[src/rtl/core/linear_probe_pointer_table_top_assert.svh]
// Assertion macros for the pointer table block.
`ifndef LINEAR_PROBE_POINTER_TABLE_TOP_ASSERT_SVH
`define LINEAR_PROBE_POINTER_TABLE_TOP_ASSERT_SVH
`ifndef SYNTHESIS
`define LPPT_ASSERT_IMP(label, clk, rst_n, ante, cons) \
  label: assert property (@(posedge clk) disable iff (!rst_n) (ante) |-> (cons)) \
    else $error("lppt assertion failed");
`define LPPT_ASSERT_NXT(label, clk, rst_n, ante, cons) \
  label: assert property (@(posedge clk) disable iff (!rst_n) (ante) |=> (cons)) \
    else $error("lppt assertion failed");
`else
`define LPPT_ASSERT_IMP(label, clk, rst_n, ante, cons)
`define LPPT_ASSERT_NXT(label, clk, rst_n, ante, cons)
`endif
`endif

[src/rtl/core/lppt_pkg.sv]
// Shared types and constants for the pointer table.
package lppt_pkg;
  localparam int unsigned Capacity = 1024;
  localparam int unsigned IdxW = $clog2(Capacity);
  localparam int unsigned CntW = IdxW + 1;
  localparam logic [63:0] HashBasis = 64'hCBF29CE484222325;
  localparam logic [63:0] HashMult = 64'h00000100000001B3;

  typedef enum logic [1:0] {
    OP_INSERT = 2'd0,
    OP_LOOKUP = 2'd1,
    OP_REMOVE = 2'd2,
    OP_MOVE   = 2'd3
  } op_t;

  typedef enum logic [1:0] {
    ST_OK   = 2'd0,
    ST_MISS = 2'd1,
    ST_FULL = 2'd2
  } status_t;

  typedef enum logic [3:0] {
    S_IDLE, S_HASH, S_RD, S_CHK, S_FIN, S_HASH2, S_RD2, S_CHK2, S_OUT
  } state_t;

  // controller -> datapath
  typedef struct packed {
    logic load;       // capture input item
    logic hash_start; // start hashing key (0) or new_key (1)
    logic hash_sel;
    logic rd;         // read slot at probe index
    logic step;       // advance probe index
    logic wr_live;    // write key/value and mark live at probe index
    logic wr_val;     // write value only at probe index
    logic mk_tomb;    // mark slot at probe index tombstone
    logic restore;    // mark saved slot live again
    logic save_hit;   // save probe index and value of hit
    logic set_res;    // latch result
    status_t res_st;
  } cmd_t;

  // datapath -> controller
  typedef struct packed {
    logic hash_done;
    logic is_empty;
    logic is_hit;
    logic exhausted;
    logic clearing;   // flag memory clearing pass after reset
    op_t  op;
  } sts_t;
endpackage

[src/rtl/core/lppt_ctrl.sv]
// Controller state machine for the pointer table.
module lppt_ctrl (
  input  logic            clk,
  input  logic            rst_n,
  input  logic            in_tvalid,
  output logic            in_tready,
  input  logic            out_busy,
  input  lppt_pkg::sts_t  sts,
  output lppt_pkg::cmd_t  cmd
);
  import lppt_pkg::*;
  `include "linear_probe_pointer_table_top_assert.svh"

  state_t state_r, state_nxt;

  always_ff @(posedge clk) begin
    if (!rst_n) state_r <= S_IDLE;
    else        state_r <= state_nxt;
  end

  always_comb begin
    state_nxt = state_r;
    case (state_r)
      S_IDLE:  if (in_tvalid && !sts.clearing) state_nxt = S_HASH;
      S_HASH:  if (sts.hash_done) state_nxt = S_RD;
      S_RD:    state_nxt = S_CHK;
      S_CHK: begin
        if (sts.is_hit || sts.is_empty || sts.exhausted) state_nxt = S_FIN;
        else state_nxt = S_RD;
      end
      S_FIN: begin
        if (sts.op == OP_MOVE && sts.is_hit) state_nxt = S_HASH2;
        else state_nxt = S_OUT;
      end
      S_HASH2: if (sts.hash_done) state_nxt = S_RD2;
      S_RD2:   state_nxt = S_CHK2;
      S_CHK2: begin
        if (sts.is_hit || sts.is_empty || sts.exhausted) state_nxt = S_OUT;
        else state_nxt = S_RD2;
      end
      S_OUT:   if (!out_busy) state_nxt = S_IDLE;
      default: state_nxt = S_IDLE;
    endcase
  end

  always_comb begin
    cmd = '0;
    cmd.res_st = ST_OK;
    in_tready = 1'b0;
    case (state_r)
      S_IDLE: begin
        in_tready = !sts.clearing;
        cmd.load = in_tvalid && !sts.clearing;
        cmd.hash_start = in_tvalid && !sts.clearing;
      end
      S_RD, S_RD2: cmd.rd = 1'b1;
      S_CHK: begin
        if (!(sts.is_hit || sts.is_empty || sts.exhausted)) cmd.step = 1'b1;
      end
      S_FIN: begin
        cmd.set_res = 1'b1;
        if (sts.exhausted && !sts.is_hit && !sts.is_empty) cmd.res_st = ST_FULL;
        else if (sts.op == OP_INSERT) begin
          if (sts.is_hit) cmd.wr_val = 1'b1;
          else cmd.wr_live = 1'b1;
        end else if (!sts.is_hit) cmd.res_st = ST_MISS;
        else if (sts.op == OP_REMOVE) begin
          cmd.save_hit = 1'b1;
          cmd.mk_tomb = 1'b1;
        end else if (sts.op == OP_MOVE) begin
          cmd.set_res = 1'b0;
          cmd.save_hit = 1'b1;
          cmd.mk_tomb = 1'b1;
          cmd.hash_start = 1'b1;
          cmd.hash_sel = 1'b1;
        end
      end
      S_CHK2: begin
        if (sts.is_hit || sts.is_empty || sts.exhausted) begin
          cmd.set_res = 1'b1;
          if (sts.is_hit) cmd.wr_val = 1'b1;
          else if (sts.is_empty) cmd.wr_live = 1'b1;
          else begin
            cmd.restore = 1'b1;
            cmd.res_st = ST_FULL;
          end
        end else begin
          cmd.step = 1'b1;
        end
      end
      default: ;
    endcase
  end

  `LPPT_ASSERT_IMP(a_rdy_idle, clk, rst_n, in_tready, state_r == S_IDLE)
  `LPPT_ASSERT_IMP(a_one_write, clk, rst_n, cmd.wr_live, !cmd.wr_val)
  `LPPT_ASSERT_NXT(a_out_hold, clk, rst_n, state_r == S_OUT && out_busy, state_r == S_OUT)
endmodule

[config.mk]
export PLATFORM = sky130hd
export DESIGN_NAME = lppt_ctrl
export DESIGN_NICKNAME = d
export VERILOG_FILES = /design/src/rtl/core/lppt_pkg.sv /design/src/rtl/core/lppt_ctrl.sv
export VERILOG_INCLUDE_DIRS = /design/src /design/src/rtl/core
export SDC_FILE = /design/constraint.sdc
export NUM_CORES = 1
export LEC_CHECK = 0
export BUFFER_PORTS_ARGS = -buffer_cell sky130_fd_sc_hd__buf_4
export CORE_AREA = 2 2 39 41
export DETAILED_ROUTE_END_ITERATION = 7
export DIE_AREA = 0 0 41 43
export PLACE_DENSITY = 0.78
export SKIP_CTS_REPAIR_TIMING = 1
export SYNTH_ARGS = -nofsm -noshare
export SYNTH_HDL_FRONTEND = slang
export SYNTH_SLANG_ARGS = --single-unit
export TNS_END_PERCENT = 50
[constraint.sdc]
create_clock -name clk -period 1.25 [get_ports clk]
set_input_delay 0.0625 -clock clk [delete_from_list [all_inputs] [get_ports clk]]
set_output_delay 0.0625 -clock clk [all_outputs]
set_load 0.02 [all_outputs]
=== After elaboration in Yosys (flattened, before gate mapping) ===
Index checks and enable logic that the tools add are counted.

* Register bits after elaboration: 4
* Output and inout bits: 14
* Bits of input ports: 11

* Equality and inequality tests: 14
* Reduce and logical (&&, ||, !) cells: 14
* Muxes and demuxes: 50

{| class="wikitable"
|+ Operators by type and width
! kind !! count
|-
| $pmux 4 s9 || 1
|-
| $mux 4 || 7
|-
| $mux 2 || 13
|-
| $mux 1 || 23
|-
| $eq 4x3->1 const B || 4
|-
| $mux 3 || 3
|-
| $eq 4x2->1 const B || 2
|-
| $ne 2x2->1 const B || 4
|-
| $pmux 3 s2 || 1
|-
| $eq 2x2->1 const B || 2
|-
| $eq 4x1->1 const B || 1
|-
| $eq 4x4->1 const B || 1
|-
| $logic_and 1x1->1 || 4
|-
| $logic_not 4->1 || 1
|-
| $pmux 2 s2 || 1
|-
| $reduce_and 4->1 || 1
|-
| $reduce_or 2->1 || 2
|-
| $logic_not 1->1 || 3
|-
| $logic_not 2->1 || 1
|-
| $logic_or 1x1->1 || 2
|-
| $pmux 1 s2 || 1
|}

=== Longest topological paths before layout ===
Gate-level depths: netlist of the first run.

* Depth in word-level cells: 7
* Depth in mapped cells: 4
* Gate-level depth less buffers: 3

=== Least setup slack after synthesis of the first run ===
No wires, ideal clock.

* Path type: register to output
* Start point: reg state_r[1]
* End point: out cmd[0] (netlist bit)
* Stages on the path, launching flop included: 5
* Arrival: 1.564 ns
* Required time: 1.188 ns
* Setup slack: -0.376 ns
* Path buffers: 1
* Cells stage by stage: dfxtp_1 > clkbuf_1 > nor2_1 > nand2_1 > nor4b_1

{| class="wikitable"
|+ RTL lines
! item !! RTL line !! source
|-
| start: declaration || lppt_ctrl.sv:14 || <nowiki>state_t state_r, state_nxt;</nowiki>
|-
| start signal: assignment || lppt_ctrl.sv:18 || <nowiki>else state_r <= state_nxt;</nowiki>
|-
| end: declaration || lppt_ctrl.sv:9 || <nowiki>output lppt_pkg::cmd_t cmd</nowiki>
|}

==> impl_results.md, run 1 <==
- Top Metal Used: met4
- Buffers on Ports: 24
- Crit-path max FO: 3
- Biggest cell delay along the critical path: 540 ps
- Post-synth EDFFs: 0
- Crit-path cells: or4_4 -> nor3b_4 -> a21o_1 -> buf_6
- Yosys top cell by area: dfxtp_1
- Worst skew pair latency: 240 ps
- DP HPWL: 1120 µm
- Mapped Area: 484 µm²
- GR Util All Layers: 18.2%
- Mapped Cells: 67
- TritonCTS buffer count: 3
- Async S/R FF share, synth: 0%
- Die area: 1760 µm²
- Core ar.: 1380 µm²
- Filler cells: 125
- Largest net degree at the start of global routing: 12
- Max reg flops: 4
- Worst r2r path cells: 4
- N_diodes: 0
- Met3 Wirelength: 68 µm
- Vias per cell: 5.40
- CP max-delay cell: or4_4
- Startpoint types: register
- Final setup fails: 16
- Hold Crit Start: rst_n
- Nets: 116
- Synth warn: 0
- Gp weighted congestion: 0.884
- Final ANT Viol Nets: 0
- Area Growth Syn to Fin: 76.2%
- Max-slew violation total from the final report: 0
- Clock skew: 1.50 ps
- Initial antenna violation count: 0
- Power consumption: 0.669 mW
- Sequential element share of the synthesized area: 16.5%
- Worst Path Arrival: 1560 ps
- Synth area leaders: dfxtp_1 17%, nor2_1 7.8%, and2b_1 4.7%, nand3_1 4.1%, and2_1 3.9%
- Max Freq: 617 MHz
- Vias in the first global route: 558
- First drt pass iteration count: 4
- WHS Path Cells: 3
- Regs by FF count: state_r x4
- Hold Fails Final Rpt: 0
- Maximum Capacitance Violations: 0
- VDD IR-drop max: 0.568 mV
- Synth top area share: 16.5%
- Post-detailed-route wirelength per cell: 12.7 µm
- Reg with most FFs: state_r
- DP Worst Slack: -157 ps
- M1 wire length: 618 µm
- Kind of critical path: register to output pin
- Iter 0 DRT Violations: 27
- Failing checks: setup timing
- Placed inst area: 761 µm²
- Starting Density: 35.0%
- Top-count cell post-synth: nor2_1
- Static Leak: 0.392 nW
- Worst r2r dst: state_r[0]$_SDFFE_PN0P_
- R2r startpoint: state_r[1]$_SDFFE_PN0P_
- Status: finished with violations
- Post-Syn Nets: 78
- Hold Path Class: primary input to register
- Slew @ Worst Pin: 439 ps
- Crit end category: output pin
- Leading register cell type out of synthesis: dfxtp_1
- Die width: 41 µm
- Slew margin rel.: 70.5%
- Vias: 643
- First-pass GRT wire length: 2180 µm
- Req. time, crit path: 1190 ps
- Layout cells sized above 1: 52.4%
- Setup ws final: -371 ps
- GRT overflow: 0
- Final worst-path cycle share: 130%
- Cell area after layout: 853 µm²
- CTS tree: built
- Synth cell count leaders: 10 x nor2_1, 4 x dfxtp_1, 4 x nand2_1, 4 x nand3_1
- Crit path time final: 1620 ps
- Max Buffers Root-to-Sink: 2
- Die Span Y: 43 µm
- Clock root cell: clkbuf_4
- PD cells: 784 nW/µm²
- Synth cell types: 33
- Clock slew at reported path FFs: 40 ps
- RSZ-0062 raised after global routing: true
- DRC Markers: 0
- Final hold slack: 114 ps
- Reg2reg setup slack: -130 ps
- Fin Setup TNS: -3270 ps
- DR WL met2: 808 µm
- Final wirelength: 1510 µm
- Average size of a mapped cell: 7.23 µm²
- Ports: 25
- Num rows: 14
- Num Clock Sinks: 4
- Hold EP: state_r[3]$_SDFFE_PN0P_
- FF+latch count, synth: 4
- Htree depth: 1
## worst max-delay path: cells and delay by family, from the launching register on
family / cells / cell delay (ps)
AO/OA/AOI/OAI: 1 / 120
buffers and inverters: 1 / 110
flip-flops: 1 / 330
AND/OR/NAND/NOR: 2 / 750
## kinds of logic (layout without fill, tap and decap cells)
logic type	Yosys count	after routing	synth area share [%]
compound gates	15	15	24.0
buf+inv	8	44	8.01
flops	4	4	16.5
simple gates	40	40	51.4
## worst max-delay path by stage
stage	start	cells after the start	to
final	state_r[1]$_SDFFE_PN0P_	4	cmd[11]
after detailed placement	state_r[1]$_SDFFE_PN0P_	4	cmd[11]
after floorplan	state_r[1]$_SDFFE_PN0P_	3	cmd[11]
after global placement	state_r[1]$_SDFFE_PN0P_	4	cmd[11]
after CTS	state_r[1]$_SDFFE_PN0P_	4	cmd[11]
after global routing	state_r[2]$_SDFFE_PN0P_	4	cmd[11]
## report_power, final
group          switching, mW  leakage (nW)  internal (mW)
combinational          0.170         0.344          0.176
clock                 0.0565        0.0138          0.108
sequential            0.0178        0.0346          0.140
## metal layers
layer / vias up / track usage (%)
met5: - / 0
met4: 0 / 8.00
met3: 2 / 6.28
met2: 24 / 27.2
met1: 297 / 22.4
li1: 320 / -
## area by class of cell
| type | count | area [µm²] | share of cell area, % |
|---|---|---|---|
| multi-input cells | 55 | 400 | 46.9 |
| repair buffers | 38 | 312 | 36.5 |
| flip-flops and latches | 4 | 87.6 | 10.3 |
| clock buffers | 3 | 22.5 | 2.64 |
| well taps | 16 | 20.0 | 2.35 |
| inverters | 3 | 11.3 | 1.32 |
## through the flow
stage	cells	utilization [%]
after global placement	114	55.0
after CTS	117	56.6
after global routing	119	61.7
final	119	61.7
after detailed placement	114	55.0
after floorplan	67	-
## placed cells by master (no fill, tap or decap), drive strengths merged
cell / synthesis / routed
buf: 3 / 38
nor2: 10 / 10
nand3: 4 / 4
nand2: 4 / 4
dfxtp: 4 / 4
and2b: 3 / 3
inv: 3 / 3
and2: 3 / 3
nand2b: 3 / 3
clkbuf: 2 / 3
a22oi: 2 / 2
nor2b: 2 / 2
o31ai: 2 / 2
nand4b: 2 / 2
nor4b: 2 / 2
or4: 2 / 2
and3: 2 / 2
o21ai: 2 / 2
a32oi: 1 / 1
o32ai: 1 / 1
nor3b: 1 / 1
a21o: 1 / 1
o31a: 1 / 1
a21oi: 1 / 1
and4b: 1 / 1
o22ai: 1 / 1
a211o: 1 / 1
and3b: 1 / 1
a221oi: 1 / 1
a211oi: 1 / 1
(Power assumes the default switching activity.)
==> run 2: changes to the inputs <==
Settings changed: SETUP_SLACK_MARGIN set to 0.15.
==> run 2 against run 1 <==
  * The flow still finishes with violations (setup timing)
  * Final area increased by 7.9%
  * Count of clock-buffer cells in the layout unchanged
  * Sequential share of layout area decreased by 0.75 points
  * Worst setup slack got worse by 15 ps
  * Cell count increased by 3.4%
  * Critical path depth unchanged
  * Clock skew increased by 6.6 ps
  * Global-route usage increased by 1.8 points
  * Non-clock buffer count increased by 4
  * Die area unchanged
  * Combinational power increased by 17%
==> impl_results.md, run 2 (synthesis results as in run 1) <==
- Core ar.: 1380 µm² (unchanged)
- Max Buffers Root-to-Sink: 2 (unchanged)
- Buffers on Ports: 24 (unchanged)
- DP HPWL: 1190 µm (+6.3%)
- Reg with most FFs: state_r
- Starting Density: 35.0% (unchanged)
- Ports: 25 (unchanged)
- Req. time, crit path: 1190 ps (about the same)
- Final setup fails: 17 (+1)
- Crit end category: output pin
- Maximum Capacitance Violations: 0 (unchanged)
- Die width: 41 µm (unchanged)
- Vias per cell: 5.52 (+2.2%)
- Hold Path Class: primary input to register
- Htree depth: 1 (unchanged)
- GRT overflow: 0 (unchanged)
- Initial antenna violation count: 0 (unchanged)
- Final worst-path cycle share: 131% (+1.2 points)
- Slew @ Worst Pin: 357 ps (-82.5 ps)
- Crit-path max FO: 3 (unchanged)
- Hold Fails Final Rpt: 0 (unchanged)
- P_int: 0.459 mW (+8.2%)
- Die area: 1760 µm² (unchanged)
- Fin Setup TNS: -3340 ps (-72.9 ps)
- Final hold slack: 83.7 ps (-30.7 ps)
- RSZ-0062 raised after global routing: true
- Regs by FF count: state_r x4
- Nets: 120 (+3.4%)
- PD cells: 802 nW/µm² (+2.3%)
- Failing checks: setup timing
- Power consumption: 0.738 mW (+10%)
- Largest net degree at the start of global routing: 12 (unchanged)
- DRC Markers: 0 (unchanged)
- Num Clock Sinks: 4 (unchanged)
- First drt pass iteration count: 4 (unchanged)
- Gp weighted congestion: 0.926 (+4.8%)
- Area Growth Syn to Fin: 90.2%
- Max-slew violation total from the final report: 0 (unchanged)
- Slew margin rel.: 76.1% (+5.7 points)
- Sw Share: 37.8% (+1.2 points)
- Clock skew: 8.13 ps (+6.62 ps)
- Commonest non-fill, non-tap cell in the layout: buf_4
- Kind of critical path: register to output pin
- Final wirelength: 1680 µm (+11%)
- Worst Path Arrival: 1570 ps (about the same)
- Status: finished with violations
- First-pass GRT wire length: 2360 µm (+8.2%)
- Max reg flops: 4 (unchanged)
- GR Util All Layers: 20.0% (+1.8 points)
- Setup ws final: -386 ps (-14.7 ps)
- Num rows: 14 (unchanged)
- Vias: 679 (+5.6%)
- Vias in the first global route: 583 (+4.5%)
- CTS tree: built
- Psw: 0.279 mW (+14%)
- Crit path time final: 1640 ps (+14.7 ps)
- Die Span Y: 43 µm (unchanged)
- Worst skew pair latency: 250 ps (about the same)
- Clock share of power: 23.5% (-1.0 points)
- TritonCTS buffer count: 3 (unchanged)
- DP Worst Slack: -187 ps (-29.9 ps)
- Iter 0 DRT Violations: 10 (-63%)
- N_diodes: 0 (unchanged)
- Startpoint types: register
- Static Leak: 0.422 nW (+7.6%)
- Clock root cell: clkbuf_4
- Sequential power share: 21.3% (-2.3 points)
- Commonest non-fill, non-tap cells in the layout: 33 x buf_4, 9 x nor2_1, 8 x buf_6
- Final Util: 66.5% (+4.9 points)
- Layout cells sized above 1: 58.9% (+6.5 points)
- Power share of the combinational group: 55.2% (+3.4 points)
- Clock slew at reported path FFs: 50 ps (about the same)
- VDD IR-drop max: 0.512 mV (-9.8%)
- Final ANT Viol Nets: 0 (unchanged)
- Max Freq: 611 MHz (-0.90%)
- Post-detailed-route wirelength per cell: 13.6 µm (+7.0%)
## run 2: power by group through the flow
stage	logic, mW	clock network (mW)	registers [mW]
5_1_grt	0.436	0.179	0.159
4_1_cts	0.314	0.167	0.151
2_1_floorplan	0.178	0	0.152
6_report	0.407	0.174	0.157
3_5_place_dp	0.310	0	0.154
3_3_place_gp	0.302	0	0.153
## run 2: stage by stage
step | cells | area (µm²)
6_report | 123 | 921
5_1_grt | 123 | 921
4_1_cts | 116 | 788
3_5_place_dp | 113 | 766
3_3_place_gp | 113 | 766
2_1_floorplan | 67 | 510
## run 2: critical path, stage by stage (launching register included)
cell	delay, ps
dfxtp_2	320
or4_4	560
nor3b_4	200
a21o_1	130
buf_6	120
## run 2: path summary, 6_finish.rpt
check / from / end / slack, ps / cells after the start
setup reg to reg: state_r[2]$_SDFFE_PN0P_ / state_r[1]$_SDFFE_PN0P_ / -60 / 5
setup / recovery: state_r[2]$_SDFFE_PN0P_ / cmd[11] / -390 / 4
hold reg to reg: state_r[0]$_SDFFE_PN0P_ / state_r[0]$_SDFFE_PN0P_ / 620 / 2
hold / removal: rst_n / state_r[3]$_SDFFE_PN0P_ / 80 / 3
## run 2: layer usage
| metal | routed length [µm] | share of wire (%) | GRT usage (%) | up-vias |
|---|---|---|---|---|
| met1 | 617 | 37 | 24.0 | 311 |
| li1 | - | - | - | 327 |
| met4 | 48 | 2.9 | 11.3 | 0 |
| met3 | 120 | 7.2 | 3.66 | 8 |
| met5 | 0 | 0 | 0 | - |
| met2 | 887 | 53 | 31.3 | 33 |
## run 2: layout make-up
type / instances / area (µm²)
inverter: 3 / 11.3
sequential: 4 / 87.6
clock buffer: 3 / 22.5
timing repair buffer: 42 / 353
tap: 16 / 20.0
multi-input combinational: 55 / 427
fill: 116 / 463
